--- config.mk ---
export PLATFORM = sky130hd
export DESIGN_NAME = obpc_regs
export DESIGN_NICKNAME = d
export VERILOG_FILES = /design/src/hw/rtl/obpc_pkg.sv /design/src/hw/rtl/obpc_regs.sv
export SDC_FILE = /design/constraint.sdc
export NUM_CORES = 1
export LEC_CHECK = 0
export BUFFER_PORTS_ARGS = -buffer_cell sky130_fd_sc_hd__buf_2
export CAP_MARGIN = 10
export CORE_ASPECT_RATIO = 1.1
export CORE_MARGIN = 10
export CORE_UTILIZATION = 53
export CTS_BUF_LIST = sky130_fd_sc_hd__clkbuf_8
export DETAILED_ROUTE_END_ITERATION = 8
export PLACE_DENSITY = 0.9
export SLEW_MARGIN = 20
export SYNTH_ARGS = -nofsm -noshare
export SYNTH_HDL_FRONTEND = slang
export SYNTH_SLANG_ARGS = --single-unit
export TNS_END_PERCENT = 10
--- constraint.sdc ---
create_clock -name clk_i -period 1.3 [get_ports clk_i]
set_clock_uncertainty 0.2 [all_clocks]
set_input_delay 0.065 -clock clk_i [delete_from_list [all_inputs] [get_ports clk_i]]
set_output_delay 0.065 -clock clk_i [all_outputs]
set_load 0.03 [all_outputs]
--- src/hw/rtl/obpc_pkg.sv ---
`timescale 1ns / 1ps
// ----------------------------------------------------------------------------
// obpc_pkg
// Shared types, constants and helpers of the oriented box point counter.
// ----------------------------------------------------------------------------
package obpc_pkg;

  localparam int MAX_POINTS    = 131072;
  localparam int COORD_BITS    = 16;
  localparam int ROT_FRAC_BITS = 14;

  localparam int ENTRY_W   = 16;
  localparam int PACK_W    = 3 * ENTRY_W;
  localparam int COUNT_W   = 18;
  localparam int MODE_W    = 2;
  localparam int CFG_IDX_W = 3;

  localparam int DIFF_W  = COORD_BITS + 1;
  localparam int PROD_W  = ENTRY_W + DIFF_W;
  localparam int SUM_W   = PROD_W + 2;
  localparam int BOUND_W = ENTRY_W + ROT_FRAC_BITS + 1;
  localparam int ACC_W   = (SUM_W > BOUND_W) ? SUM_W : BOUND_W;

  localparam int QUEUE_DEPTH = 8;
  localparam int QPTR_W      = $clog2(QUEUE_DEPTH);
  localparam int QCNT_W      = $clog2(QUEUE_DEPTH + 1);

  localparam logic [MODE_W-1:0] MODE_OFF      = 2'd0;
  localparam logic [MODE_W-1:0] MODE_ELEVATOR = 2'd1;
  localparam logic [MODE_W-1:0] MODE_GARAGE   = 2'd2;

  localparam logic [PACK_W-1:0] ROT_FIRST_RST  = 48'h0000_0000_4000;
  localparam logic [PACK_W-1:0] ROT_SECOND_RST = 48'h0000_4000_0000;
  localparam logic [PACK_W-1:0] ROT_THIRD_RST  = 48'h4000_0000_0000;

  typedef enum logic [CFG_IDX_W-1:0] {
    CFG_ROT_FIRST  = 3'd0,
    CFG_ROT_SECOND = 3'd1,
    CFG_ROT_THIRD  = 3'd2,
    CFG_TARGET     = 3'd3,
    CFG_BOX_LOWER  = 3'd4,
    CFG_BOX_UPPER  = 3'd5,
    CFG_MIN_COUNT  = 3'd6,
    CFG_MODE       = 3'd7
  } cfg_idx_e;

  typedef struct packed {
    logic signed [COORD_BITS-1:0] point_x;
    logic signed [COORD_BITS-1:0] point_y;
    logic signed [COORD_BITS-1:0] point_z;
    logic                         last_point;
  } point_t;

  typedef struct packed {
    logic               inside_res;
    logic               frame_end;
    logic [COUNT_W-1:0] region_count;
    logic               has_obstacle;
    logic               elevator_hit;
  } result_t;

  typedef struct packed {
    logic [PACK_W-1:0]  rot_row_first;
    logic [PACK_W-1:0]  rot_row_second;
    logic [PACK_W-1:0]  rot_row_third;
    logic [PACK_W-1:0]  target_origin;
    logic [PACK_W-1:0]  box_lower;
    logic [PACK_W-1:0]  box_upper;
    logic [COUNT_W-1:0] min_count;
    logic [MODE_W-1:0]  region_mode;
  } cfg_t;

  // classified point handed from front to back
  typedef struct packed {
    logic in_box;
    logic last;
  } cls_t;

  function automatic logic signed [ENTRY_W-1:0] entry_of(input logic [PACK_W-1:0] w,
                                                         input int idx);
    return $signed(w[idx*ENTRY_W +: ENTRY_W]);
  endfunction

  function automatic logic mode_on(input logic [MODE_W-1:0] mode);
    return (mode == MODE_ELEVATOR) || (mode == MODE_GARAGE);
  endfunction

endpackage

--- src/hw/rtl/obpc_regs.sv ---
`timescale 1ns / 1ps
// ----------------------------------------------------------------------------
// obpc_regs
// Configuration register file with a plain write port.
// ----------------------------------------------------------------------------
module obpc_regs (
  input  logic                           clk_i,
  input  logic                           rst_ni,
  input  logic                           cfg_we_i,
  input  logic [obpc_pkg::CFG_IDX_W-1:0] cfg_idx_i,
  input  logic [obpc_pkg::PACK_W-1:0]    cfg_wdata_i,
  output obpc_pkg::cfg_t                 cfg_o
);

  obpc_pkg::cfg_t cfg_q, cfg_d;

  always_comb begin
    cfg_d = cfg_q;
    if (cfg_we_i) begin
      unique case (obpc_pkg::cfg_idx_e'(cfg_idx_i))
        obpc_pkg::CFG_ROT_FIRST:  cfg_d.rot_row_first   = cfg_wdata_i;
        obpc_pkg::CFG_ROT_SECOND: cfg_d.rot_row_second  = cfg_wdata_i;
        obpc_pkg::CFG_ROT_THIRD:  cfg_d.rot_row_third   = cfg_wdata_i;
        obpc_pkg::CFG_TARGET:     cfg_d.target_origin   = cfg_wdata_i;
        obpc_pkg::CFG_BOX_LOWER:  cfg_d.box_lower       = cfg_wdata_i;
        obpc_pkg::CFG_BOX_UPPER:  cfg_d.box_upper       = cfg_wdata_i;
        obpc_pkg::CFG_MIN_COUNT:  cfg_d.min_count       = cfg_wdata_i[obpc_pkg::COUNT_W-1:0];
        obpc_pkg::CFG_MODE:       cfg_d.region_mode     = cfg_wdata_i[obpc_pkg::MODE_W-1:0];
        default: ;
      endcase
    end
  end

  always_ff @(posedge clk_i or negedge rst_ni) begin
    if (!rst_ni) begin
      cfg_q.rot_row_first   <= obpc_pkg::ROT_FIRST_RST;
      cfg_q.rot_row_second  <= obpc_pkg::ROT_SECOND_RST;
      cfg_q.rot_row_third   <= obpc_pkg::ROT_THIRD_RST;
      cfg_q.target_origin   <= '0;
      cfg_q.box_lower       <= '0;
      cfg_q.box_upper       <= '0;
      cfg_q.min_count       <= '0;
      cfg_q.region_mode     <= obpc_pkg::MODE_OFF;
    end else begin
      cfg_q <= cfg_d;
    end
  end

  assign cfg_o = cfg_q;

endmodule

# [Word-level counts from Yosys, hierarchy flattened]
# Cells that the tools add are included.
[word_totals] inputBits=54 out_inout_bits=308 wordCells=24 regBits=308
[op_classes] n_eq_ne=7 n_reduce_logical=9
[ops] operator="2-bit AND reduction" count=8
[ops] operator="3-bit equality test, second input constant" count=4
[ops] operator="3-bit by 2-bit equality test with 1-bit output, second input constant" count=2
[ops] operator="3-bit by 1-bit equality test with 1-bit output, second input constant" count=1
[ops] operator="3-bit logical NOT" count=1

# [Longest topological paths before layout]
[depth] ltp_word=2 ltp_mapped=4 mapped_depth_nobuf=2

# [Least setup slack after synthesis]
# OpenSTA, ideal clock, no wires.
[synth_timing] path_kind="in2reg" startpoint="input cfg_idx_i[0] in the netlist's numbering" endpoint="register cfg_q, in the netlist cfg_o[271]" cell_stages=4 t_arrival_ns=1.052 path_slack_ns=-0.077 setup_time_ns=0.125 path_buffers=2 required_ns=0.975 cell_sequence="nor4b_2 -> buf_4 -> buf_6 -> mux2_2"
[synth_via] elab_chain_len=2
[synth_rtl] element="from (decl)" line_no="obpc_regs.sv:10" source="input logic [obpc_pkg::CFG_IDX_W-1:0] cfg_idx_i,"
[synth_rtl] element="3-bit logical NOT" line_no="obpc_regs.sv:20" source="unique case (obpc_pkg::cfg_idx_e'(cfg_idx_i))"
[synth_rtl] element="2-bit AND reduction (no source line)"
[synth_rtl] element="to (signal assigned)" line_no="obpc_regs.sv:45" source="cfg_q <= cfg_d;"
[synth_rtl] element="to (decl)" line_no="obpc_regs.sv:15" source="obpc_pkg::cfg_t cfg_q, cfg_d;"
# No other way between the ends.
# A chain may end at the register's enable or synchronous reset.

# [Final worst setup path]
[layout_timing] startpoint="register cfg_q, in the netlist cfg_o[210]" endpoint="output cfg_o[210] in the netlist's numbering"
[layout_rtl] element="to (decl)" line_no="obpc_regs.sv:12" source="output obpc_pkg::cfg_t cfg_o"
# No word-level cell between the ends.

==> summary.txt <==
GRT
  • Tot GR Track Use: 0.296
  • Gr ovfl total: 0
  • Largest net degree at the start of global routing: 55
  • First-pass GRT wire length: 63.8 mm
  • Vias in the first global route: about 9.5k
  • Initial antenna violation count: 0

Yosys
  • Cell count after synthesis: 655
  • Most common cell in the synthesized netlist: dfrtp_1
  • Synth warn: 0
  • Seq/Total Area, Yosys: 0.671
  • Simple-Gate Fraction of Synth Area: 0.00795
  • Compound-gate portion of the synthesized area: 0
  • XOR/XNOR share of the synthesized area: 0
  • Yosys cell types: 12
  • Multiplexer share of the synthesized area: 0.302
  • Largest family of logic cells by synthesized area: multiplexers
  • Synth area leader: dfrtp_1
  • Commonest cells post-synth: 305 x dfrtp_1, 228 x mux2_2, 80 x mux2_1
  • Dominant synthesized flop cell: dfrtp_1
  • Cell Area, Synth: between 0.01 and 0.015 mm2
  • Avg Cell Area, Syn: about 18 um2
  • Mapped Nets: approximately 700
  • Post-Synth Adder-Cell Area: 0
  • Share of the synthesized area in the top cell type: 0.664
  • Post-synthesis register bit count: 308
  • Synth async-reset ratio: 1.00
  • Number of flops mapped to enable cells by yosys: 0
  • Synth top area cells: dfrtp_1 66%, mux2_2 22%, mux2_1 7.8%

Die
  • Initial Util: 0.538
  • Ports: 362
  • Total core area: 0.0214 mm2
  • Die X: approximately 160 um
  • Die boundary height: about 170 um
  • Die ar.: about 0.028 mm2
  • Row count: 56

Pwr
  • Internal: 21.8 mW
  • Net Sw Frac: 0.374
  • PwrDens: ~2000 mW/mm2
  • Gate power share: 0.371
  • LEAKAGE: between 8 and 9 nW
  • Clock share of power: 0.236
  • Sequential power share: 0.393
  • Switching power: between 10 and 15 mW
  • Peak supply drop: roughly 0.0017 V

Worst setup path
  • Top delay family on crit path: flip-flops
  • Bufs and invs on worst path: 1
  • Cells on worst reg2reg path: 2
  • CP required: ~1.0 ns
  • Crit path capture type: output port
  • Crit path DAT: ~1.2 ns
  • Critical-path top delay cell: dfstp_2
  • CP Depth: 1
  • Max FO, Critical Path: 2
  • CP Launch Type: flop
  • Crit-path cells: buf_6
  • Worst path max stage delay: 0.54 ns
  • Kind of critical path: flop to output port

Routing
  • Post-Route WL: between 40 and 50 mm
  • Number of remaining DRC errors: 0
  • Avg Vias per Cell: around 5.6
  • WL/cell: between 20 and 30 um
  • Post-route ant nets: 0
  • Starting DRT DRC Count: 326
  • Total number of vias: just over 8k
  • Drt first pass iters: 6

STA
  • Period utilization: 1.16
  • Final Setup Violations: roughly 310
  • Slew Limit Headroom: 0.646
  • Worst-Margin Slew: between 0.5 and 0.6 ns
  • RSZ-0062 raised after global routing: yes
  • Final Slew Violations: 0
  • Clock period minus worst slack: ~1.5 ns
  • Final Hold Vio Count: 36
  • Peak Freq: approximately 660 MHz
  • Setup ws final: -0.205 ns
  • Hold WS: -0.159 ns

Cells and area
  • Share of cells above drive strength 1: 0.607
  • Max reg flops: 308
  • Final instance count without filler cells: 1459
  • Final #Nets: between 1k and 1.5k
  • Area growth syn-to-layout: 51.6%
  • ANT cells: 0

Clock network
  • Cts bufs inserted: between 40 and 50
  • CTS Sinks: 308
  • H-tree depth: 2
  • CTS root buf: clkbuf_8
  • Hold buffer count at CTS: between 50 and 60
  • Reg clk slew, reported paths: 0.08 ns
  • CTS max path bufs: 3
  • CTS tree: built
  • Clk_lat worst skew: approximately 0.54 ns

Status
  • Status: finished with violations
  • Failing checks: negative hold slack, negative setup slack

Run
  • Max cap viols: 0

Placed design
  • IO buf count: around 360
  • Gpl congestion: just under 0.8
  • Inst Count DP: approximately 1.3k
  • Post-DP HPWL: 23.0 mm

Hold path
  • Hold crit path type: input port to async pin
==> power groups by stage <==
stage / clock [mW] / combinational [mW] / sequential (mW)
floorplan: 0 / 1.86 / 17.2
global placement: 0 / 9.54 / 12.8
detailed placement: 0 / 9.77 / 13.0
CTS: 7.94 / 12.5 / 13.4
global route: 8.67 / 13.4 / 13.8
finish: 8.21 / 12.9 / 13.7
==> layout make-up <==
type                            count  area, um2
Clock buffer                       59        812
Clock inverter                     23        123
Tap cell                          290        363
Multi-Input combinational cell    316       3570
Timing Repair Buffer              463       4850
Sequential cell                   308       7710
Fill cell                         920       3940
==> cell usage in the layout, fill, tap and decap left out, types with 3 or more instances in the layout <==
master and n:
dfrtp_1 305, clkbuf_8 59, buf_4 32, buf_2 52, inv_1 19, mux2_1 80
buf_12 17, dfstp_2 3, mux2_2 228, and4bb_2 3, dlygate4sd3_1 53, buf_6 308
==> cell families after synthesis <==
family	Yosys count
DFF	308
and+or+nand+nor	8
muxes	308
buffers and inverters	31
==> worst paths after layout <==
kind / startpoint / end / slack [ns]
worst max-delay path: cfg_o[210]$_DFFE_PN1P_ / cfg_o[210] / -0.21
worst min-delay path: rst_ni / cfg_o[168]$_DFFE_PN0P_ / -0.16
worst max register to register: cfg_o[55]$_DFFE_PN0P_ / cfg_o[55]$_DFFE_PN0P_ / 0.10
worst min register to register: cfg_o[203]$_DFFE_PN0P_ / cfg_o[203]$_DFFE_PN0P_ / 0.32
max in group asynchronous: rst_ni / cfg_o[139]$_DFFE_PN0P_ / 0.38
min in group clk_i: cfg_idx_i[1] / cfg_o[303]$_DFFE_PN0P_ / 0.05
==> routing by layer <==
layer | part of all wire | track usage
met5 | 0 | 0
met3 | 0.083 | 0.102
met2 | 0.52 | 0.523
met1 | 0.35 | 0.309
met4 | 0.046 | 0.137
==> stage by stage <==
stage,instance area (um2),setup WS (ns),power (mW),util,TNS (ns)
2_1_floorplan,11500,-0.0192,19.0,-,-0.391
3_3_place_gp,13900,-0.260,22.4,0.651,-54.15
3_5_place_dp,13900,-0.300,22.8,0.651,-63.50
4_1_cts,17300,-0.219,33.8,0.812,-24.64
5_1_grt,17400,-0.233,35.9,0.816,-32.24
6_report,17400,-0.205,34.8,0.816,-21.64
==> timing repair <==
action                                  in CTS  in global routing
resized for setup                          616                  0
buffers inserted                             5                 11
pin swaps                                    0                  0
endpoints found under the hold margin      616                 36
endpoints found under the setup margin     308                308
(Power assumes the default switching activity.)
