**src/hw/rtl/obpc_pkg.sv**
```systemverilog
`timescale 1ns / 1ps
// ----------------------------------------------------------------------------
// obpc_pkg
// Shared types, constants and helpers of the oriented box point counter.
// ----------------------------------------------------------------------------
package obpc_pkg;

  localparam int MAX_POINTS    = 131072;
  localparam int COORD_BITS    = 16;
  localparam int ROT_FRAC_BITS = 14;

  localparam int ENTRY_W   = 16;
  localparam int PACK_W    = 3 * ENTRY_W;
  localparam int COUNT_W   = 18;
  localparam int MODE_W    = 2;
  localparam int CFG_IDX_W = 3;

  localparam int DIFF_W  = COORD_BITS + 1;
  localparam int PROD_W  = ENTRY_W + DIFF_W;
  localparam int SUM_W   = PROD_W + 2;
  localparam int BOUND_W = ENTRY_W + ROT_FRAC_BITS + 1;
  localparam int ACC_W   = (SUM_W > BOUND_W) ? SUM_W : BOUND_W;

  localparam int QUEUE_DEPTH = 8;
  localparam int QPTR_W      = $clog2(QUEUE_DEPTH);
  localparam int QCNT_W      = $clog2(QUEUE_DEPTH + 1);

  localparam logic [MODE_W-1:0] MODE_OFF      = 2'd0;
  localparam logic [MODE_W-1:0] MODE_ELEVATOR = 2'd1;
  localparam logic [MODE_W-1:0] MODE_GARAGE   = 2'd2;

  localparam logic [PACK_W-1:0] ROT_FIRST_RST  = 48'h0000_0000_4000;
  localparam logic [PACK_W-1:0] ROT_SECOND_RST = 48'h0000_4000_0000;
  localparam logic [PACK_W-1:0] ROT_THIRD_RST  = 48'h4000_0000_0000;

  typedef enum logic [CFG_IDX_W-1:0] {
    CFG_ROT_FIRST  = 3'd0,
    CFG_ROT_SECOND = 3'd1,
    CFG_ROT_THIRD  = 3'd2,
    CFG_TARGET     = 3'd3,
    CFG_BOX_LOWER  = 3'd4,
    CFG_BOX_UPPER  = 3'd5,
    CFG_MIN_COUNT  = 3'd6,
    CFG_MODE       = 3'd7
  } cfg_idx_e;

  typedef struct packed {
    logic signed [COORD_BITS-1:0] point_x;
    logic signed [COORD_BITS-1:0] point_y;
    logic signed [COORD_BITS-1:0] point_z;
    logic                         last_point;
  } point_t;

  typedef struct packed {
    logic               inside_res;
    logic               frame_end;
    logic [COUNT_W-1:0] region_count;
    logic               has_obstacle;
    logic               elevator_hit;
  } result_t;

  typedef struct packed {
    logic [PACK_W-1:0]  rot_row_first;
    logic [PACK_W-1:0]  rot_row_second;
    logic [PACK_W-1:0]  rot_row_third;
    logic [PACK_W-1:0]  target_origin;
    logic [PACK_W-1:0]  box_lower;
    logic [PACK_W-1:0]  box_upper;
    logic [COUNT_W-1:0] min_count;
    logic [MODE_W-1:0]  region_mode;
  } cfg_t;

  // classified point handed from front to back
  typedef struct packed {
    logic in_box;
    logic last;
  } cls_t;

  function automatic logic signed [ENTRY_W-1:0] entry_of(input logic [PACK_W-1:0] w,
                                                         input int idx);
    return $signed(w[idx*ENTRY_W +: ENTRY_W]);
  endfunction

  function automatic logic mode_on(input logic [MODE_W-1:0] mode);
    return (mode == MODE_ELEVATOR) || (mode == MODE_GARAGE);
  endfunction

endpackage

```
**src/hw/rtl/obpc_queue.sv**
```systemverilog
`timescale 1ns / 1ps
// ----------------------------------------------------------------------------
// obpc_queue
// Small first-in first-out queue of classified points between front and back.
// ----------------------------------------------------------------------------
module obpc_queue (
  input  logic           clk_i,
  input  logic           rst_ni,
  input  logic           wr_en_i,
  input  obpc_pkg::cls_t wr_data_i,
  input  logic           rd_en_i,
  output obpc_pkg::cls_t rd_data_o,
  output logic           valid_o
);

  obpc_pkg::cls_t mem_q [obpc_pkg::QUEUE_DEPTH];

  logic [obpc_pkg::QPTR_W-1:0] wr_ptr_q, rd_ptr_q;
  logic [obpc_pkg::QCNT_W-1:0] cnt_q, cnt_d;

  assign valid_o   = (cnt_q != '0);
  assign rd_data_o = mem_q[rd_ptr_q];

  always_comb begin
    cnt_d = cnt_q;
    if (wr_en_i && !rd_en_i) begin
      cnt_d = cnt_q + 1'b1;
    end else if (!wr_en_i && rd_en_i) begin
      cnt_d = cnt_q - 1'b1;
    end
  end

  always_ff @(posedge clk_i or negedge rst_ni) begin
    if (!rst_ni) begin
      wr_ptr_q <= '0;
      rd_ptr_q <= '0;
      cnt_q    <= '0;
    end else begin
      cnt_q <= cnt_d;
      if (wr_en_i) begin
        wr_ptr_q <= wr_ptr_q + 1'b1;
      end
      if (rd_en_i) begin
        rd_ptr_q <= rd_ptr_q + 1'b1;
      end
    end
  end

  always_ff @(posedge clk_i) begin
    if (wr_en_i) begin
      mem_q[wr_ptr_q] <= wr_data_i;
    end
  end

endmodule

```
**config.mk**
```make
export PLATFORM = sky130hd
export DESIGN_NAME = obpc_queue
export DESIGN_NICKNAME = d
export VERILOG_FILES = /design/src/hw/rtl/obpc_pkg.sv /design/src/hw/rtl/obpc_queue.sv
export SDC_FILE = /design/constraint.sdc
export NUM_CORES = 1
export LEC_CHECK = 0
export ABC_AREA = 1
export BUFFER_PORTS_ARGS = -buffer_cell sky130_fd_sc_hd__buf_2
export CAP_MARGIN = 20
export CORE_MARGIN = 3
export CORE_UTILIZATION = 30
export CTS_CLUSTER_SIZE = 16
export DETAILED_ROUTE_END_ITERATION = 16
export MAX_ROUTING_LAYER = met4
export SLEW_MARGIN = 0
export SYNTH_ARGS = -nofsm -noshare
export SYNTH_HDL_FRONTEND = slang
export SYNTH_SLANG_ARGS = --single-unit
```
**constraint.sdc**
```tcl
create_clock -name clk_i -period 1.2 [get_ports clk_i]
set_input_delay 0.06 -clock clk_i [delete_from_list [all_inputs] [get_ports clk_i]]
set_output_delay 0.06 -clock clk_i [all_outputs]
set_load 0.005 [all_outputs]
```
== Word level (Yosys, flattened, before mapping) ==
Memory sizes are Yosys's and may differ from the RTL's.
Cells that the tools add are included.

* Bits in registers: 10
* Logic and storage cells: 18
* Memory bits (writable): 16
* Memories: 1
* Output and inout bits: 3

* Muxes and demuxes: 4
* Reductions and logical operators: 6
* Add/sub/neg operators: 4

{| class="wikitable"
|+ Memory list
! name !! depth !! bits a word !! read ports !! clocked after memory_dff !! wr ports !! line !! RTL
|-
| mem_q || 8 || 2 || 1 || 0 || 1 || obpc_queue.sv:16 || <nowiki>obpc_pkg::cls_t mem_q [obpc_pkg::QUEUE_DEPTH];</nowiki>
|}

{| class="wikitable"
|+ Operator list
! operator !! count
|-
| 4-bit two-way mux || 2
|-
| 3-bit by 1-bit adder with 3-bit output (second input constant) || 2
|-
| 4-bit by 1-bit adder with 4-bit output (second input constant) || 1
|-
| 4-bit nonzero test || 1
|-
| 4-bit by 1-bit subtractor with 4-bit output (second input constant) || 1
|-
| 1-bit logical AND || 2
|-
| 1-bit logical NOT || 2
|-
| 1-bit two-way mux || 2
|-
| 2-bit nonzero test || 1
|}

== Longest topological paths before layout ==
Gate-level depths: netlist (run 1).

* Depth in word-level cells: 4
* Depth in mapped cells: 9
* Gate-level depth less buffers: 9

== Worst setup path before layout (run 1) ==
Ideal clock, no wire load.

* Path type: register to register
* Start point: register cnt_q[2] in the netlist's numbering
* End point: register cnt_q[3] in the netlist's numbering
* Slack: 0.022 ns
* Stages on the path, launching flop included: 6
* Path buffers: 0
* Clock period less this slack: 1.178 ns
* Arrival time: 1.061 ns
* Cell sequence: dfrtp_1 > ha_1 > a21oi_1 > nand3_1 > nand3_1 > nand2_1

* Cells in the longest elaborated chain, start to end: 3

{| class="wikitable"
|+ RTL lines
! what !! line !! RTL
|-
| start, declared || obpc_queue.sv:19 || <nowiki>logic [obpc_pkg::QCNT_W-1:0] cnt_q, cnt_d;</nowiki>
|-
| start signal, assigned || obpc_queue.sv:39 || <nowiki>cnt_q <= cnt_d;</nowiki>
|-
| 4-bit by 1-bit subtractor with 4-bit output || obpc_queue.sv:29 || <nowiki>cnt_d = cnt_q - 1'b1;</nowiki>
|-
| 4-bit two-way mux || obpc_queue.sv:28 || <nowiki>end else if (!wr_en_i && rd_en_i) begin</nowiki>
|-
| 4-bit two-way mux * || obpc_queue.sv:26 || <nowiki>if (wr_en_i && !rd_en_i) begin</nowiki>
|}

Every way passes the cells marked *; elsewhere a longest branch is shown, timed or not. The select of a mux whose other input is x is not followed.
A chain may end at the register's enable or synchronous reset.

==> run_results.csv, run 1 <==
group,metric,value,unit
status,status,"finished with violations",
status,violations,"setup timing",
global_routing,grt_start_max_net_pins,16,
worst_setup_path,worstPathRequired,1.14,ns
clock_tree,cts_sinks,26,
worst_setup_path,end_kind,"output pin",
yosys,yosys.area.top_type_share,0.387,
yosys,yosysTopAreaCell,"edfxtp_1",
routing,drc,0,
clock_tree,htreeDepth,1,
finish,n_fill_cell,362,
worst_setup_path,r2r_start,"rd_ptr_q[0]$_DFFE_PN0P_",
worst_setup_path,worst_r2r_endpoint,"rd_ptr_q[2]$_DFFE_PN0P_",
yosys,ys_types,18,
finish,drive_above_1_share,0.309,
yosys,ys_seq_area_frac,0.588,
clock_tree,cts_tree,"yes",
timing,finClkSkew,0.00947,ns
routing,drt-wirelength-per-cell,11.1,um
global_routing,antenna_found_initial,0,
yosys,syn_area_per_cell,9.86,um^2
finish,multi_input_area,526,um^2
die,initial_core_util,0.325,
timing,finalCriticalPeriod,1.38,ns
yosys,synth_seq_cells,26,
timing,max_slew.worst_pin.slew,0.262,ns
yosys,ys_warn_count,0,
routing,drtPass1Iterations,4,
finish,antenna_cells,0,
worst_setup_path,start_kind,"flip-flop",
timing,max_slew_margin,0.825,
worst_setup_path,critPathLaunch,"rd_ptr_q[0]$_DFFE_PN0P_",
worst_setup_path,path_class,"reg2out",
worst_setup_path,crit_end,"rd_data_o[1]",
yosys,async_flop_share,0.385,
worst_setup_path,crit_arrival,1.32,ns
yosys,synth_area,1240,um^2
yosys,syn_nets,138,
timing,rsz0062_at_grt,"yes",
placement,dpl.cell_count,188,
die,die_width,70.4,um
routing,ant_nets,0,
worst_setup_path,ff2ff_path_depth,6,
pwr,leakagePower,0.689,nW
yosys,synth.most_common_cell,"nand2_1",
yosys,synth_area_leaders,"edfxtp_1, dfrtp_1, nand2_1",
finish,ff_latch_area,733,um^2
die,rows,22,
timing,setup_viol,3,
clock_tree,clkLatencyLatePin,0.27,ns
finish,finalInstanceArea,1590,um^2
die,fp.dieH,70.4,um
placement,hpwlAfterDp,1.65,mm
placement,dpl_cell_area,1380,um^2
placement,io_buffer_count,8,
global_routing,grt_overflow,0,
job,cap_violations,0,
die,dieArea,4950,um^2
worst_setup_path,r2r_setup_slack,-0.02,ns
global_routing,grt_pass1_wl,3.64,mm
pwr,vdd_drop_max,0.632,mV
finish,fin_cells,197,
yosys,synthCells,126,
yosys,synth_edf_count,16,
worst_setup_path,crit_fanout,7,
finish,area_growth,28.2,%
placement,dp_slack,-0.124,ns
yosys,synth.top_cells.by_count,"nand2_1, nor2_1, edfxtp_1",
min_path,whs_path_depth,1,
placement,gp_congestion,0.746,
clock_tree,clock_path_buffers,2,
timing,slew_viol_final,0,
timing,period_share,1.15,
routing,routed_via_density,4.38,
finish,utilization,0.416,
min_path,hold_class,"in2reg",
global_routing,grt_use_total,0.0941,
pwr,p_per_area,2320,nW/um^2
routing,routed_wl,2.18,mm
timing,worst_slack,-0.178,ns
routing,vias,863,
timing,timing.fmax,0.726,GHz
yosys,synth-main-ff-cell,"edfxtp_1",
clock_tree,numCtsBuffers,3,
clock_tree,root_buffer,"clkbuf_8",
timing,hold_viol_final,0,
global_routing,grt_pass1_vias,837,
die,io_pins,9,
clock_tree,clk_pin_slew_worst_paths,0.09,ns
routing,drt_iter0_markers,38,
die,core-area,3830,um^2
finish,nets,162,
==> kinds of logic (layout without fill, tap and decap cells) <==
family,count (synthesis),in the layout,share of synthesized area
buffers and inverters,14,37,0.0544
DFF,26,26,0.588
xor gates and xnor gates,5,5,0.0353
AOI/OAI and AO/OA,12,12,0.0544
adders and majority gates,6,6,0.0665
and+or+nand+nor,63,63,0.201
==> registers in the layout (all words and copies together), names as in the netlist <==
signal / flops
cnt_q: 4
rd_ptr_q: 3
mem_q: 16
wr_ptr_q: 3
==> stage by stage <==
stage          total power, mW  hold WS, ns  TNS (ns)
2_1_floorplan             2.25       -0.236         0
3_3_place_gp              2.57      -0.0712   -0.0707
3_5_place_dp              2.64      -0.0656    -0.151
4_1_cts                   3.47       0.0565    -0.408
5_1_grt                   4.01       0.0671    -0.771
6_report                  3.69       0.0612    -0.370
==> layer usage <==
| layer | global-route usage | vias up | share of wire |
|---|---|---|---|
| met1 | 0.104 | 398 | 0.42 |
| met2 | 0.162 | 11 | 0.54 |
| met4 | 0.0574 | 0 | 0.026 |
| met5 | - | - | 0 |
| met3 | 0.00863 | 5 | 0.017 |
| li1 | - | 449 | - |
==> final cells by class <==
class,count,area share
well taps,48,0.0377
multi-input cells,86,0.330
flip-flops and latches,26,0.460
repair buffers,20,0.0951
clock buffers,4,0.0416
inverters,13,0.0353
==> repair_timing <==
action,in CTS,in global routing
hold buffers,1,0
pin swaps,3,9
buffers inserted,3,1
endpoints found under the hold margin,10,0
setup endpoints to repair,4,9
gates resized for setup,12,15
==> worst min path at each step <==
stage,from,to,slack (ns)
6_report,wr_data_i[1],mem_q[5][1]$_DFFE_PP_,0.06
3_3_place_gp,rst_ni,cnt_q[2]$_DFFE_PN0P_,-0.07
5_1_grt,wr_data_i[1],mem_q[5][1]$_DFFE_PP_,0.07
4_1_cts,wr_data_i[0],mem_q[5][0]$_DFFE_PP_,0.06
2_1_floorplan,rst_ni,cnt_q[0]$_DFFE_PN0P_,-0.24
3_5_place_dp,rst_ni,cnt_q[2]$_DFFE_PN0P_,-0.07
==> layout by cell type, fill, tap and decap left out, types with 2 or more instances in the layout <==
cell type and count:
nand2_1 36, edfxtp_1 16, nor2_1 13, inv_1 11, dfrtp_1 8, buf_2 8
buf_4 6, nor2_2 5, o21ai_1 5, buf_6 5, o21ai_0 4, nand2_2 3
xor2_1 3, ha_1 3, clkbuf_8 3, o21ai_2 2, nor2_4 2, nand3_1 2
ha_4 2, dfrtp_2 2
==> power breakdown <==
| group | internal (mW) | switching (mW) |
|---|---|---|
| combinational | 0.836 | 0.834 |
| sequential | 1.18 | 0.218 |
| clock | 0.362 | 0.262 |
==> worst max-delay path, stage by stage (launching register included) <==
cell	delay [ns]
dfrtp_1	0.41
buf_6	0.15
nor2_2	0.09
nor2_1	0.04
o21ai_1	0.06
nand2_1	0.07
nand2_1	0.07
nand2_1	0.04
buf_2	0.12
(Power assumes the default switching activity.)
==> inputs of run 2 (changes only) <==
--- a/config.mk
+++ b/config.mk
@@ -12,7 +12,9 @@
 export CORE_UTILIZATION = 30
 export CTS_CLUSTER_SIZE = 16
 export DETAILED_ROUTE_END_ITERATION = 16
+export GPL_ROUTABILITY_DRIVEN = 0
 export MAX_ROUTING_LAYER = met4
+export SETUP_SLACK_MARGIN = 0.05
 export SLEW_MARGIN = 0
 export SYNTH_ARGS = -nofsm -noshare
 export SYNTH_HDL_FRONTEND = slang
==> run 2 against run 1 <==
The run still ends with setup timing left. Count of clock-buffer cells in the layout shrank 1. Global-route usage barely moved. Clock power is 24% lower. Critical path depth unchanged. Routed wire length down 2.1%. Critical path type unchanged.
==> run_results.csv, run 2 (same netlist as run 1, synthesis figures left out) <==
group,metric,value,unit
status,status,"finished with violations",
status,violations,"setup timing",
min_path,hold_class,"in2reg",
global_routing,grt_use_total,0.0937,
pwr,vdd_drop_max,0.643,mV
routing,drt_iter0_markers,33,
global_routing,grt_start_max_net_pins,15,
worst_setup_path,end_kind,"output pin",
routing,drc,0,
die,die_width,70.4,um
timing,finalCriticalPeriod,1.41,ns
die,initial_core_util,0.325,
die,io_pins,9,
routing,vias,861,
die,rows,22,
placement,hpwlAfterDp,1.60,mm
timing,setup_viol,2,
finish,area_growth,29.4,%
timing,whs,0.0708,ns
finish,drive_above_1_share,0.351,
worst_setup_path,crit_fanout,7,
global_routing,antenna_found_initial,0,
global_routing,use_met3,0.0129,
timing,worst_slack,-0.211,ns
global_routing,top_usage_layer,"met2",
routing,drt-wirelength-per-cell,10.9,um
global_routing,grt.met1_usage,0.105,
worst_setup_path,crit_buf_inv,2,
global_routing,grt_pass1_wl,3.55,mm
routing,routed_wl,2.13,mm
clock_tree,numCtsBuffers,3,
timing,rsz0062_at_grt,"yes",
clock_tree,clkLatencyLatePin,0.26,ns
worst_setup_path,worstPathRequired,1.14,ns
finish,antenna_cells,0,
worst_setup_path,path_class,"reg2out",
finish,final_common_cell,"nand2_1",
global_routing,grt_pass1_vias,787,
finish,nets,161,
die,fp.dieH,70.4,um
timing,max_slew_margin,0.843,
timing,hold_viol_final,0,
routing,drtPass1Iterations,4,
finish,fin_cells,196,
clock_tree,cts_tree,"yes",
finish,largest_register_ff_count,16,
finish,reg.largest.list,"mem_q (16), cnt_q (4)",
worst_setup_path,start_kind,"flip-flop",
job,cap_violations,0,
routing,ant_nets,0,
clock_tree,htreeDepth,1,
worst_setup_path,path_common_cell,"nand2_1",
pwr,p_per_area,2230,nW/um^2
finish,top_register,"mem_q",
die,core-area,3830,um^2
pwr,leakagePower,0.677,nW
worst_setup_path,crit_chain,"buf_12 > nor2_2 > nor2_1 > o21ai_1 > nand2_1 > nand2_1 > nand2_1 > buf_2",
routing,routed_via_density,4.39,
clock_tree,clk_pin_slew_worst_paths,0.08,ns
worst_setup_path,max_stage_delay,0.45,ns
worst_setup_path,crit_arrival,1.35,ns
clock_tree,cts_sinks,26,
finish,layout_common_cells,"nand2_1, edfxtp_1, inv_1",
clock_tree,root_buffer,"clkbuf_8",
timing,slew_viol_final,0,
timing,max_slew.worst_pin.slew,0.233,ns
global_routing,use_met2,0.160,
global_routing,grt_overflow,0,
worst_setup_path,crit_slowest_cell,"dfrtp_2",
placement,io_buffer_count,8,
timing,finClkSkew,0.00161,ns
worst_setup_path,critPathTopFamily,"flip-flops",
placement,dpl.cell_count,188,
timing,period_share,1.18,
clock_tree,clock_path_buffers,2,
die,dieArea,4950,um^2
timing,timing.fmax,0.709,GHz
timing,tns,-0.418,ns
## run 2: per-stage QoR
stage / setup WS (ns) / area, um^2 / power [mW] / utilization
global placement: -0.0501 / 1400 / 2.65 / 0.367
floorplan: 0.0446 / 1250 / 2.27 / -
CTS: -0.227 / 1500 / 3.35 / 0.393
finish: -0.211 / 1610 / 3.59 / 0.420
detailed placement: -0.0927 / 1400 / 2.71 / 0.367
global route: -0.343 / 1610 / 3.92 / 0.420
## run 2: per-layer routing
metal / share of wire / vias up / wire length [um]
met5: 0 / - / 0
li1: - / 449 / -
met4: 0.027 / 0 / 57
met3: 0.028 / 5 / 59
met1: 0.42 / 390 / 906
met2: 0.52 / 17 / 1110
## run 2: what timing repair did
item,CTS,global route
endpoints found under the setup margin,7,17
hold buffers,1,0
gates cloned,0,0
pin swaps,8,11
gates resized for setup,13,22
buffers inserted,0,3
hold endpoints to repair,10,0
## run 2: report_power, final
| group | internal [mW] | switching [mW] | total, mW |
|---|---|---|---|
| Combinational | 0.852 | 0.848 | 1.70 |
| Clock | 0.229 | 0.248 | 0.477 |
| Sequential | 1.18 | 0.239 | 1.42 |
| Total | 2.26 | 1.34 | 3.59 |
## run 2: final timing paths
path / from / endpoint / slack, ns / cells past startpoint
worst min register to register: wr_ptr_q[2]$_DFFE_PN0P_ / wr_ptr_q[2]$_DFFE_PN0P_ / 0.56 / 2
worst min-delay path: wr_data_i[1] / mem_q[0][1]$_DFFE_PP_ / 0.07 / 1
max in group asynchronous: rst_ni / rd_ptr_q[0]$_DFFE_PN0P_ / 0.80 / 2
min in group asynchronous: rst_ni / cnt_q[0]$_DFFE_PN0P_ / 0.19 / 2
worst max register to register: cnt_q[1]$_DFFE_PN0P_ / cnt_q[1]$_DFFE_PN0P_ / 0.01 / 3
worst max-delay path: rd_ptr_q[0]$_DFFE_PN0P_ / rd_data_o[0] / -0.21 / 8
## run 2: final cells by class
cell class | instances | area (um^2)
fillers | 381 | 2220
multi-input cells | 86 | 556
repair buffers | 19 | 153
clock buffers | 3 | 41.3
well taps | 48 | 60.1
inverters | 13 | 61.3
flip-flops and latches | 26 | 733
clock inverters | 1 | 3.75
