===== src/hw/rtl/obpc_pkg.sv =====
`timescale 1ns / 1ps
// ----------------------------------------------------------------------------
// obpc_pkg
// Shared types, constants and helpers of the oriented box point counter.
// ----------------------------------------------------------------------------
package obpc_pkg;

  localparam int MAX_POINTS    = 131072;
  localparam int COORD_BITS    = 16;
  localparam int ROT_FRAC_BITS = 14;

  localparam int ENTRY_W   = 16;
  localparam int PACK_W    = 3 * ENTRY_W;
  localparam int COUNT_W   = 18;
  localparam int MODE_W    = 2;
  localparam int CFG_IDX_W = 3;

  localparam int DIFF_W  = COORD_BITS + 1;
  localparam int PROD_W  = ENTRY_W + DIFF_W;
  localparam int SUM_W   = PROD_W + 2;
  localparam int BOUND_W = ENTRY_W + ROT_FRAC_BITS + 1;
  localparam int ACC_W   = (SUM_W > BOUND_W) ? SUM_W : BOUND_W;

  localparam int QUEUE_DEPTH = 8;
  localparam int QPTR_W      = $clog2(QUEUE_DEPTH);
  localparam int QCNT_W      = $clog2(QUEUE_DEPTH + 1);

  localparam logic [MODE_W-1:0] MODE_OFF      = 2'd0;
  localparam logic [MODE_W-1:0] MODE_ELEVATOR = 2'd1;
  localparam logic [MODE_W-1:0] MODE_GARAGE   = 2'd2;

  localparam logic [PACK_W-1:0] ROT_FIRST_RST  = 48'h0000_0000_4000;
  localparam logic [PACK_W-1:0] ROT_SECOND_RST = 48'h0000_4000_0000;
  localparam logic [PACK_W-1:0] ROT_THIRD_RST  = 48'h4000_0000_0000;

  typedef enum logic [CFG_IDX_W-1:0] {
    CFG_ROT_FIRST  = 3'd0,
    CFG_ROT_SECOND = 3'd1,
    CFG_ROT_THIRD  = 3'd2,
    CFG_TARGET     = 3'd3,
    CFG_BOX_LOWER  = 3'd4,
    CFG_BOX_UPPER  = 3'd5,
    CFG_MIN_COUNT  = 3'd6,
    CFG_MODE       = 3'd7
  } cfg_idx_e;

  typedef struct packed {
    logic signed [COORD_BITS-1:0] point_x;
    logic signed [COORD_BITS-1:0] point_y;
    logic signed [COORD_BITS-1:0] point_z;
    logic                         last_point;
  } point_t;

  typedef struct packed {
    logic               inside_res;
    logic               frame_end;
    logic [COUNT_W-1:0] region_count;
    logic               has_obstacle;
    logic               elevator_hit;
  } result_t;

  typedef struct packed {
    logic [PACK_W-1:0]  rot_row_first;
    logic [PACK_W-1:0]  rot_row_second;
    logic [PACK_W-1:0]  rot_row_third;
    logic [PACK_W-1:0]  target_origin;
    logic [PACK_W-1:0]  box_lower;
    logic [PACK_W-1:0]  box_upper;
    logic [COUNT_W-1:0] min_count;
    logic [MODE_W-1:0]  region_mode;
  } cfg_t;

  // classified point handed from front to back
  typedef struct packed {
    logic in_box;
    logic last;
  } cls_t;

  function automatic logic signed [ENTRY_W-1:0] entry_of(input logic [PACK_W-1:0] w,
                                                         input int idx);
    return $signed(w[idx*ENTRY_W +: ENTRY_W]);
  endfunction

  function automatic logic mode_on(input logic [MODE_W-1:0] mode);
    return (mode == MODE_ELEVATOR) || (mode == MODE_GARAGE);
  endfunction

endpackage


===== src/hw/rtl/obpc_back.sv =====
`timescale 1ns / 1ps
// ----------------------------------------------------------------------------
// obpc_back
// Frame tally, obstacle and elevator verdicts, and the result register.
// ----------------------------------------------------------------------------
module obpc_back (
  input  logic                         clk_i,
  input  logic                         rst_ni,
  input  logic                         cls_valid_i,
  input  obpc_pkg::cls_t               cls_i,
  output logic                         cls_pop_o,
  input  logic [obpc_pkg::COUNT_W-1:0] min_count_i,
  input  logic [obpc_pkg::MODE_W-1:0]  region_mode_i,
  output logic                         empty,
  input  logic                         pop,
  output obpc_pkg::result_t            result_o
);

  localparam int CW = obpc_pkg::COUNT_W;

  logic              out_valid_q;
  obpc_pkg::result_t out_q, out_d;
  logic [CW-1:0]     tally_q, tally_d, count_now;

  assign empty     = !out_valid_q;
  assign cls_pop_o = cls_valid_i && (!out_valid_q || pop);

  always_comb begin
    count_now = tally_q;
    if (cls_i.in_box && (tally_q < CW'(obpc_pkg::MAX_POINTS))) begin
      count_now = tally_q + 1'b1;
    end
    out_d.inside_res   = cls_i.in_box;
    out_d.frame_end    = cls_i.last;
    out_d.region_count = count_now;
    out_d.has_obstacle = cls_i.last && obpc_pkg::mode_on(region_mode_i) &&
                         (count_now >= min_count_i);
    out_d.elevator_hit = cls_i.last && (region_mode_i == obpc_pkg::MODE_ELEVATOR) &&
                         (count_now != '0);
    tally_d = cls_i.last ? '0 : count_now;
  end

  always_ff @(posedge clk_i or negedge rst_ni) begin
    if (!rst_ni) begin
      out_valid_q <= 1'b0;
      tally_q     <= '0;
    end else begin
      if (cls_pop_o) begin
        out_valid_q <= 1'b1;
        tally_q     <= tally_d;
      end else if (pop) begin
        out_valid_q <= 1'b0;
      end
    end
  end

  always_ff @(posedge clk_i) begin
    if (cls_pop_o) begin
      out_q <= out_d;
    end
  end

  assign result_o = out_q;

endmodule


===== config.mk =====
export PLATFORM = sky130hd
export DESIGN_NAME = obpc_back
export DESIGN_NICKNAME = d
export VERILOG_FILES = /design/src/hw/rtl/obpc_pkg.sv /design/src/hw/rtl/obpc_back.sv
export SDC_FILE = /design/constraint.sdc
export NUM_CORES = 1
export LEC_CHECK = 0
export ABC_AREA = 1
export BUFFER_PORTS_ARGS = -buffer_cell sky130_fd_sc_hd__buf_4
export CELL_PAD_IN_SITES_DETAIL_PLACEMENT = 1
export CELL_PAD_IN_SITES_GLOBAL_PLACEMENT = 2
export CORE_MARGIN = 8
export CORE_UTILIZATION = 36
export CTS_BUF_LIST = sky130_fd_sc_hd__clkbuf_4
export DETAILED_ROUTE_END_ITERATION = 10
export HOLD_SLACK_MARGIN = 0.08
export PLACE_DENSITY_LB_ADDON = 0.1
export SLEW_MARGIN = 10
export SYNTH_ARGS = -nofsm -noshare
export SYNTH_HDL_FRONTEND = slang
export SYNTH_SLANG_ARGS = --single-unit

===== constraint.sdc =====
create_clock -name clk_i -period 6.7 [get_ports clk_i]
set_input_delay 1.005 -clock clk_i [delete_from_list [all_inputs] [get_ports clk_i]]
set_output_delay 1.005 -clock clk_i [all_outputs]
set_load 0.01 [all_outputs]

Word level (Yosys, flattened, before mapping)
Index checks and enable logic that the tools add are counted.
W data, S select, Z words.

word-level totals
  flip-flop bits (word level) = 41
  input bits = 26
  output and inout bits = 24
  word-level logic and storage cells = 27

cells by class
  add/sub/neg operators = 1
  magnitude comparators = 2
  eq/ne operators = 2
  multiplexer cells = 4
  reductions and logical operators = 11

operator list
  operator                 count
  $mux W18                 2
  $add A18 B1 Y18 const B  1
  $ge A18 B18 Y1           1
  $lt A18 B18 Y1 const B   1
  $reduce_bool A18 Y1      1
  $logic_and A1 B1 Y1      6
  $eq A2 B1 Y1 const B     1
  $eq A2 B2 Y1 const B     1
  $logic_or A1 B1 Y1       2
  $mux W1                  2
  $reduce_bool A2 Y1       1
  $logic_not A1 Y1         1

Logic depth before layout (Yosys ltp)
Gate-level depths: netlist (run 1).

  word-level depth = 5
  gate-level depth with buffers = 18
  gate-level depth less buffers = 18

Least setup slack after synthesis (run 1)
Ideal clock, no wire load.

  path kind = input to output
  start point = in pop
  end point = out cls_pop_o
  arrival = 1826 ps
  required time = 5695 ps
  slack = 3869 ps
  stages on the path = 4
  buffers on the path = 1
  path through = or2_2 -> nand2_1 -> inv_1 -> buf_2

between the ends
  longest elaborated chain between the ends = 2

RTL lines
  element              line             RTL
  start, declared      obpc_back.sv:15  input logic pop,
  $logic_or A1 B1 Y1   obpc_back.sv:26  assign cls_pop_o = cls_valid_i && (!out_valid_q || pop);
  $logic_and A1 B1 Y1  obpc_back.sv:26
  end, declared        obpc_back.sv:11  output logic cls_pop_o,

No other way between the ends.

Worst setup path in the final report (run 1)
Same ends and word-level chain as after synthesis.

==> results of run 1 <==
how the worst max path moves through the flow:
stage                     startpoint          end  slack (ns)  cells past startpoint
after global routing             pop    cls_pop_o        3.45                      6
final                            pop    cls_pop_o        3.52                      6
after floorplan                  pop    cls_pop_o        3.87                      4
after detailed placement    cls_i[1]  result_o[1]        3.41                     15
after global placement      cls_i[1]  result_o[1]        3.45                     15
after CTS                        pop    cls_pop_o        3.51                      6
cell usage after synthesis, drive strengths merged:
library cell  instances  area share
dfrtp                19        0.19
o211ai                1      0.0030
or2                   1      0.0025
xor2                  1      0.0035
nand4                 8       0.020
nor3                  1      0.0020
edfxtp               22        0.26
nand3b                2      0.0059
ha                   20       0.099
o21ai                15       0.030
o21bai                1      0.0030
nand2                86        0.14
a21oi                 9       0.018
inv                  60       0.090
a22o                  1      0.0035
o22ai                 8       0.020
nor4                  3      0.0074
nand3                16       0.039
buf                   1      0.0020
nor2                 33       0.068
where the power goes:
part	total, uW	internal, uW	switching [uW]	leakage [uW]
registers	285	278	6.16	0.000479
logic	85.8	35.5	50.3	0.00102
clock network	134	49.1	85.1	0.0000361
cells by family (layout without fill, tap and decap cells):
group	Yosys count	in the layout
adders and majority gates	20	20
AOI/OAI and AO/OA	35	35
xor gates and xnor gates	1	1
buffers and inverters	61	118
and+or+nand+nor	150	150
DFF	41	41
stage by stage:
| step | instance area [sq um] | worst slack [ns] | utilization | power, uW | hold slack [ns] |
|---|---|---|---|---|---|
| after floorplan | 2530 | 3.87 | - | 332 | 0.543 |
| after global placement | 3020 | 3.45 | 0.444 | 377 | 0.589 |
| after detailed placement | 3020 | 3.41 | 0.444 | 378 | 0.575 |
| after CTS | 3080 | 3.51 | 0.453 | 516 | 0.485 |
| after global routing | 3080 | 3.45 | 0.453 | 529 | 0.503 |
| final | 3080 | 3.52 | 0.453 | 505 | 0.501 |
worst max-delay path, cell delays in order:
cell and delay [ns]:
sky130_fd_sc_hd__buf_4 0.11, sky130_fd_sc_hd__or2_2 0.30, sky130_fd_sc_hd__nand2_1 0.18, sky130_fd_sc_hd__inv_1 0.07, sky130_fd_sc_hd__buf_4 0.28, sky130_fd_sc_hd__buf_4 0.22
registers in the layout (all words and copies together) (netlist names):
name         count
tally_q         18
out_valid_q      1
result_o        22
layout make-up:
type                       count  area [sq um]
fill                         828          3720
clock inverter                 1          5.00
multi-input combinational    206          1160
sequential                    41          1140
inverter                      60           228
tap                           96           120
clock buffer                   7          52.6
timing repair buffer          50           375
routing by layer:
layer	vias up	routed length [um]	GRT usage
met1	1046	3540	0.196
met4	0	67	0.0349
met5	-	0	0
li1	1115	-	-
met3	6	284	0.0360
met2	40	3350	0.250
==> results.txt, run 1 <==
----------------------------------------------------
[Synthesis]
  Largest family of logic cells by synthesized area ... simple AND/OR/NAND/NOR gates
  Mean instance size in the synthesized netlist ... 8.21 sq um
  Post-synthesis share of cell area spent on and, or, nand and nor gates ... 0.280
  Post-synthesis instance area ... 2530 sq um
  Post-synthesis share of cell area spent on full adders, half adders and majority gates ... 0.0990
  Fraction of synthesized cell area in xor and xnor cells ... 0.00346
  Compound-gate portion of the synthesized area ... 0.0767
  Portion of netlist area occupied by mux cells ... 0
  Yosys Warn Count ... 0
  Share of the yosys chip area belonging to registers ... 0.449
  Post-synthesis cell count ... 308
  Number of nets produced by synthesis ... 354
  Count of cell types in the netlist ... 29
  Synth Register Bits ... 41

[CTS]
  Clock Tree Buf Depth ... 2
  Number of gates resized after cts ... 0
  Clock H-tree levels ... 2
  Clock latency on the worst-skew pair ... 0.36 ns
  Post-CTS setup-driven buffer insertion count ... 0
  Clock transition at path regs ... 0.14 ns
  CTS sink cnt ... roughly 40
  Number of buffers created by CTS ... 5
  Clock Tree Root ... sky130_fd_sc_hd__clkbuf_4
  TritonCTS clock tree ... yes
  Quantity of hold-fixing buffers added after cts ... 0

[Timing]
  Max Freq ... 0.314 GHz
  Setup repair after global routing missed its margin ... no
  Portion of the clock cycle consumed by the worst path in the final layout ... 0.475
  Final critical delay including setup and external delays ... 3.18 ns
  Slew at the pin closest to its max-slew limit ... 0.539 ns
  Final Hold Violating Endpoints ... 0
  Remaining max-slew budget at the tightest pin ... 0.641
  Number of max-slew violations in the final report ... 0
  Final total negative setup slack ... 0 ns
  Setup Viol. Count Final ... 0
  Layout Skew ... roughly 0.020 ns

[Power and ir drop]
  Worst IR Drop VDD ... 0.0697 mV
  Leakage power ... about 0.0015 uW
  Total power density per cell area ... ~160 nW/um^2

[Die]
  Top-Level Pins ... 50
  Die width ... 99.8 um
  Core area ... 6790 sq um
  Starting density of the core ... 0.372
  Die boundary height ... 99.8 um
  Rows ... 30
  Die area ... 9960 sq um

[Detailed routing]
  Per-cell routed wire length ... 15.7 um
  DRC errors left ... 0
  Initial drt markers ... 63
  Routed vias ... 2207
  Vias per cell ... about 4.8
  First drt pass iteration count ... 4
  Routed wire length ... 7.24 mm
  Final antenna-violating net count ... 0

[Critical path]
  Maximum fanout along the worst path ... 39
  Setup crit start kind ... input port
  Category of the most critical setup path ... in -> out
  Start of the worst register-to-register path ... tally_q[0]
  Endpoint class of the critical path ... primary output
  Required time at the worst-slack endpoint ... around 5.7 ns
  Worst reg2reg path depth ... 15
  Worst reg2reg setup slack ... 3.96 ns
  Arrival time at the worst endpoint ... around 2.2 ns
  Reg-to-reg critical path endpoint ... result_o[1]

[Layout]
  Proportion of layout cells with a drive suffix above 1 ... 0.225
  Number of antenna cells inserted ... 0
  Post-route non-filler standard cell count ... about 460
  Nets ... between 400 and 500
  Synthesis-to-finish area growth ... 21.7%
  Leading cell type in the layout, fill and taps excluded ... sky130_fd_sc_hd__nand2_1
  Highest-count cells in the layout ignoring fill and taps ... sky130_fd_sc_hd__nand2_1 (80), sky130_fd_sc_hd__inv_1 (56), sky130_fd_sc_hd__buf_4 (50)

[Run status]
  Run status ... complete, no violations

[Place]
  Instance count after placement with tap cells included ... 453
  Placer's final routability congestion estimate ... 0.821
  DP Wirelength ... ~5.8 mm
  Buffers added on ports ... between 40 and 50

[Global routing]
  All-Layer GR Usage ... 0.152
  First-pass GRT wire length ... ~12 mm
  Maximum number of pins on one net before global-route repair ... 40
  Number of global-route vias before repair ... 2386
  Antenna violations before repair ... 0
  Overflow after GRT ... 0

[Job]
  # Max-Cap Violations ... 0

[Min path]
  Type of the tightest min-delay check ... in -> async

----------------------------------------------------
Power figures use the tool's default switching activity.
==> run 2, diff against run 1 <==
Settings changed: CORE_UTILIZATION 36 to 30.
Clock period 6.7 ns to 2.71 ns, I/O delays scaled along.
==> run 2 against run 1 <==
  * Worst setup slack got worse by 3.3 ns
  * Total power rose by 150%
  * Highest routed layer unchanged
  * Sequential share of layout area fell by 2.0 points
  * Die area rose by 17%
  * Hold slack got worse by 0.24 ns
  * Critical path depth rose by 9
  * Register-to-register slack got worse by 3.7 ns
  * Via count rose by 2.6%
  * Final cell count rose by 4.8%
==> results.txt, run 2 (synthesis gave the netlist of run 1 again) <==
----------------------------------------------------
[Global routing]
  First-pass GRT wire length ... 13.0 mm (+8.4%)
  Number of global-route vias before repair ... 2533 (+6.2%)
  Maximum number of pins on one net before global-route repair ... 24 (-40%)
  Overflow after GRT ... 0 (unchanged)
  All-Layer GR Usage ... 0.143 (-0.00915)
  Antenna violations before repair ... 0 (unchanged)

[Place]
  Placer's final routability congestion estimate ... 0.770 (-6.2%)
  Buffers added on ports ... 49 (unchanged)
  DP Wirelength ... 6.19 mm (+7.4%)

[Critical path]
  Required time at the worst-slack endpoint ... 2.85 ns (-2.84 ns)
  Worst path slowest cell ... sky130_fd_sc_hd__dfrtp_1
  Arrival time at the worst endpoint ... 2.64 ns (+0.46 ns)
  Critical path's largest stage delay ... 0.42 ns (+0.12 ns)
  Setup crit start kind ... flop
  Cells traversed along the worst timing path ... buf_4 -> nand3_2 -> nor2_4 -> nand4_1 -> buf_4 -> nand2_1 -> nand2_2 -> inv_1 -> ha_1 -> nand2_2 -> o21ai_0 -> a21oi_1 -> nand4_1 -> nand2_1 -> inv_1
  Endpoint class of the critical path ... flop
  Category of the most critical setup path ... reg -> reg
  Maximum fanout along the worst path ... 4 (-90%)

[Detailed routing]
  Routed vias ... 2265 (+2.6%)
  Per-cell routed wire length ... 16.2 um (+3.0%)
  First drt pass iteration count ... 4 (unchanged)
  Routed wire length ... 7.81 mm (+7.9%)
  DRC errors left ... 0 (unchanged)
  Final antenna-violating net count ... 0 (unchanged)
  Initial drt markers ... 39 (-38%)
  Vias per cell ... 4.69 (-2.0%)

[Layout]
  Number of antenna cells inserted ... 0 (unchanged)
  Highest-count cells in the layout ignoring fill and taps ... sky130_fd_sc_hd__nand2_1 (75), sky130_fd_sc_hd__buf_4 (62), sky130_fd_sc_hd__inv_1 (56)
  Leading cell type in the layout, fill and taps excluded ... sky130_fd_sc_hd__nand2_1
  Synthesis-to-finish area growth ... 28.5%
  Nets ... 423 (+3.2%)
  Number of flip-flops in the largest register ... 22 (unchanged)
  Proportion of layout cells with a drive suffix above 1 ... 0.275 (+0.0505)

[CTS]
  TritonCTS clock tree ... yes
  CTS sink cnt ... 41 (unchanged)
  Clock Tree Root ... sky130_fd_sc_hd__clkbuf_4
  Clock latency on the worst-skew pair ... 0.36 ns (about the same)
  Clock Tree Buf Depth ... 2 (unchanged)
  Clock transition at path regs ... 0.14 ns (about the same)
  Clock H-tree levels ... 2 (unchanged)
  Number of buffers created by CTS ... 5 (unchanged)

[Timing]
  Worst slack on hold paths ... 0.258 ns (-0.243 ns)
  Setup Viol. Count Final ... 0 (unchanged)
  Portion of the clock cycle consumed by the worst path in the final layout ... 0.921
  Layout Skew ... 0.0141 ns (-0.00588 ns)
  Number of max-slew violations in the final report ... 0 (unchanged)
  Remaining max-slew budget at the tightest pin ... 0.559 (-0.0811)
  Max Freq ... roughly 0.40 GHz
  Final total negative setup slack ... 0 ns (unchanged)
  Slew at the pin closest to its max-slew limit ... 0.660 ns (+0.121 ns)
  Final critical delay including setup and external delays ... 2.49 ns
  Final Hold Violating Endpoints ... 0 (unchanged)

[Power and ir drop]
  Total power density per cell area ... 388 nW/um^2 (+140%)
  Worst IR Drop VDD ... 0.196 mV (+180%)
  Leakage power ... 0.00161 uW (+4.9%)
  PnR Total Power ... 1260 uW (+150%)

[Die]
  Rows ... 33 (+10%)
  Top-Level Pins ... 50 (unchanged)
  Core area ... 8180 sq um (+20%)
  Starting density of the core ... 0.309 (-0.0629)
  Die width ... 108 um (+8.0%)
  Die area ... 11600 sq um (+17%)
  Die boundary height ... 108 um (+8.0%)

[Job]
  # Max-Cap Violations ... 0 (unchanged)

[Min path]
  Type of the tightest min-delay check ... in -> reg

[Run status]
  Run status ... complete, no violations

----------------------------------------------------
==> run 2: timing repair <==
action / 4_1_cts / 5_1_grt
gates resized for setup: 1 / 12
hold endpoints to repair: 19 / 0
hold buffers: 1 / 0
setup endpoints to repair: 1 / 1
pin swaps: 0 / 9
setup buffers: 0 / 6
==> run 2: final cells by class <==
class / instances / area [sq um]
fill: 1004 / 4930
multi-input combinational: 206 / 1220
sequential: 41 / 1140
timing repair buffer: 63 / 475
inverter: 60 / 228
tap: 105 / 131
clock buffer: 6 / 45.0
clock inverter: 2 / 10.0
==> run 2: worst max-delay path: cells and delay by family (launching register included) <==
family                   cells  cell delay (ns)
AO/OA/AOI/OAI                2             0.30
adder cells (fa/ha/maj)      1             0.24
buffers and inverters        4             0.43
flip-flops                   1             0.42
AND/OR/NAND/NOR              8             0.89
==> run 2: metrics by stage <==
stage	setup WS (ns)	std cells	instance area (sq um)	util
finish	0.215	483	3250	0.397
CTS	0.0588	477	3150	0.385
global placement	0.114	468	3080	0.376
detailed placement	0.0201	468	3080	0.376
global route	-0.0440	483	3250	0.397
floorplan	0.461	308	2530	-
==> run 2: power breakdown <==
part           internal [uW]  switching [uW]  total, uW
Clock                    109             216        325
Combinational           99.4             133        232
Sequential               688            13.8        702
==> run 2: path summary, 6_finish.rpt <==
check,start,endpoint,slack (ns),cells past startpoint
setup / recovery,tally_q[1],result_o[1],0.22,15
min in group asynchronous,rst_ni,tally_q[17],0.45,2
setup reg to reg,tally_q[1],result_o[1],0.22,15
hold reg to reg,tally_q[17],tally_q[17],0.59,2
hold / removal,cls_i[0],result_o[20],0.26,1
max in group asynchronous,rst_ni,tally_q[15],2.03,2
==> run 2: layer usage <==
layer / GRT usage / wire [um]
met3: 0.0347 / 308
met5: 0 / 0
met2: 0.233 / 3740
met4: 0.0505 / 199
met1: 0.179 / 3550
==> run 3, diff against run 2 <==
Settings changed: CORE_UTILIZATION 30 to 29, CTS_BUF_LIST sky130_fd_sc_hd__clkbuf_4 to default, PLACE_DENSITY from default to 0.76, PLACE_DENSITY_LB_ADDON 0.1 to default.
==> run 3 against run 2 <==
  * Final area is 0.69% lower
  * Via count is 0.53% lower
  * Clock power is 57% higher
  * Register-to-register slack better by 0.03 ns
  * Sequential cell count stayed put
  * Total power is 14% higher
  * Hold slack better by 0.067 ns
  * Fmax is 1.2% higher
  * Core utilization is 2.2 points lower
  * First-iteration DRC count is 51% higher
  * Count of clock-buffer cells in the layout is 1 lower
  * Largest cell class unchanged
==> results.txt, run 3 (synthesis gave the netlist of run 1 again) <==
----------------------------------------------------
[Detailed routing]
  First drt pass iteration count ... 4 (unchanged)
  Initial drt markers ... 59 (+51%)
  Per-cell routed wire length ... 15.7 um (-2.7%)
  DRC errors left ... 0 (unchanged)
  Routed vias ... 2253 (-0.53%)
  Routed wire length ... 7.56 mm (-3.1%)
  Final antenna-violating net count ... 0 (unchanged)
  Vias per cell ... 4.68 (-0.12%)

[Place]
  Placer's final routability congestion estimate ... 0.806 (+4.6%)
  DP Wirelength ... 6.08 mm (-1.7%)
  Buffers added on ports ... 49 (unchanged)
  Instance count after placement with tap cells included ... 470 (+0.43%)

[Critical path]
  Required time at the worst-slack endpoint ... 2.78 ns (-0.07 ns)
  Worst path slowest cell ... sky130_fd_sc_hd__dfrtp_1
  Cells traversed along the worst timing path ... nand2_1 -> nor2_2 -> inv_1 -> nor2_2 -> nand3_1 -> nand2_1 -> inv_1 -> ha_1 -> nand2_1 -> o21ai_0 -> a21oi_1 -> nand4_1 -> nand2_1 -> inv_1
  Maximum fanout along the worst path ... 5 (+1)
  Worst reg2reg setup slack ... 0.25 ns (+0.03 ns)
  Endpoint class of the critical path ... flop
  Dominant cell type by count on the critical path ... sky130_fd_sc_hd__nand2_1
  Critical path's largest stage delay ... 0.41 ns (about the same)
  Arrival time at the worst endpoint ... 2.54 ns (-0.10 ns)
  Category of the most critical setup path ... reg -> reg
  Setup crit start kind ... flop

[Layout]
  Proportion of layout cells with a drive suffix above 1 ... 0.244 (-0.0312)
  Highest-count cells in the layout ignoring fill and taps ... sky130_fd_sc_hd__nand2_1 (79), sky130_fd_sc_hd__buf_4 (57), sky130_fd_sc_hd__inv_1 (56)
  Number of flip-flops in the largest register ... 22 (unchanged)
  Post-route non-filler standard cell count ... 481 (-0.41%)
  Nets ... 418 (-1.2%)
  Number of antenna cells inserted ... 0 (unchanged)
  Core Util, Final ... 0.376 (-0.0219)
  Synthesis-to-finish area growth ... 27.6%
  Leading cell type in the layout, fill and taps excluded ... sky130_fd_sc_hd__nand2_1

[Timing]
  Number of max-slew violations in the final report ... 0 (unchanged)
  Final total negative setup slack ... 0 ns (unchanged)
  Setup Viol. Count Final ... 0 (unchanged)
  Layout Skew ... 0.00797 ns (-0.00616 ns)
  Slew at the pin closest to its max-slew limit ... 0.445 ns (-0.215 ns)
  Final critical delay including setup and external delays ... 2.46 ns (-0.0304 ns)
  Portion of the clock cycle consumed by the worst path in the final layout ... 0.909 (-0.0112)
  Worst slack on hold paths ... 0.325 ns (+0.0668 ns)
  Setup repair after global routing missed its margin ... no
  Remaining max-slew budget at the tightest pin ... 0.703 (+0.144)
  Max Freq ... 0.406 GHz (+1.2%)
  Final Hold Violating Endpoints ... 0 (unchanged)

[CTS]
  Clock Tree Buf Depth ... 2 (unchanged)
  TritonCTS clock tree ... yes
  Clock Tree Root ... sky130_fd_sc_hd__clkbuf_8
  Clock H-tree levels ... 2 (unchanged)
  Number of buffers created by CTS ... 5 (unchanged)
  Clock latency on the worst-skew pair ... 0.30 ns (-0.06 ns)
  Clock transition at path regs ... 0.09 ns (-0.05 ns)
  CTS sink cnt ... 41 (unchanged)

[Global routing]
  Overflow after GRT ... 0 (unchanged)
  Maximum number of pins on one net before global-route repair ... 31 (+29%)
  Number of global-route vias before repair ... 2472 (-2.4%)
  Antenna violations before repair ... 0 (unchanged)
  First-pass GRT wire length ... 12.5 mm (-4.0%)
  All-Layer GR Usage ... 0.134 (-0.00866)

[Die]
  Starting density of the core ... 0.294 (-0.0150)
  Die boundary height ... 109 um (+1.5%)
  Die area ... 12000 sq um (+2.9%)
  Die width ... 109 um (+1.5%)
  Core area ... 8590 sq um (+5.1%)
  Top-Level Pins ... 50 (unchanged)
  Rows ... 34 (+3.0%)

[Power and ir drop]
  Leakage power ... 0.00160 uW (-0.76%)
  Total power density per cell area ... 443 nW/um^2 (+14%)
  PnR Total Power ... 1430 uW (+14%)
  Worst IR Drop VDD ... 0.179 mV (-8.8%)

[Min path]
  Type of the tightest min-delay check ... in -> reg

[Run status]
  Run status ... complete, no violations

[Job]
  # Max-Cap Violations ... 0 (unchanged)

----------------------------------------------------
-- run 3: cell types whose count changed in the layout (fill, tap and decap cells not counted), sizes merged --
cell	delta
clkinv	-1
bufinv	+1
clkinvlp	+1
buf	-5
clkbuf	-1
-- run 3: worst paths after layout --
check | from | endpoint | cells past startpoint
setup / recovery | tally_q[6] | result_o[1] | 14
hold / removal | cls_i[0] | result_o[20] | 1
max in group asynchronous | rst_ni | tally_q[9] | 2
hold reg to reg | tally_q[17] | tally_q[17] | 2
min in group asynchronous | rst_ni | out_valid_q | 2
setup reg to reg | tally_q[6] | result_o[1] | 14
-- run 3: through the flow --
stage,worst slack (ns),instance area [sq um]
floorplan,0.461,2530
global placement,0.146,3070
detailed placement,-0.0182,3070
CTS,0.0545,3200
global route,0.000285,3230
finish,0.246,3230
-- run 3: layer usage --
metal  wire (um)  global-route usage  part of all wire  vias up
met4         184              0.0540             0.024        0
li1            -                   -                 -     1134
met5           0                   0                 0        -
met3         446              0.0281             0.059        8
met2        3530               0.223              0.47       44
met1        3400               0.166              0.45     1067
-- run 3: report_power, final --
part | internal [uW] | switching (uW)
clock network | 272 | 239
registers | 688 | 13.9
logic | 90.3 | 128
-- run 3: area by class of cell --
type                    count  area, sq um
repair buffers             58          438
clock buffers               5         68.8
well taps                 108          135
inverters                  60          228
fillers                  1043         5370
flip-flops and latches     41         1140
multi-input cells         206         1180
clock inverters             3         41.3
-- run 3: timing repair --
action                                 4_1_cts  5_1_grt
setup endpoints to repair                    1        1
gates resized for setup                      1        3
endpoints found under the hold margin       19        0
pin swaps                                    0        1
hold buffers                                 1        0
setup buffers                                0        2
-- run 3: critical path, delay by kind of cell (launching register included) --
family                     cells  cell delay, ns
AOI/OAI and AO/OA              2            0.29
adders and majority gates      1            0.30
buffers and inverters          3            0.19
DFF                            1            0.41
and+or+nand+nor                8            1.05
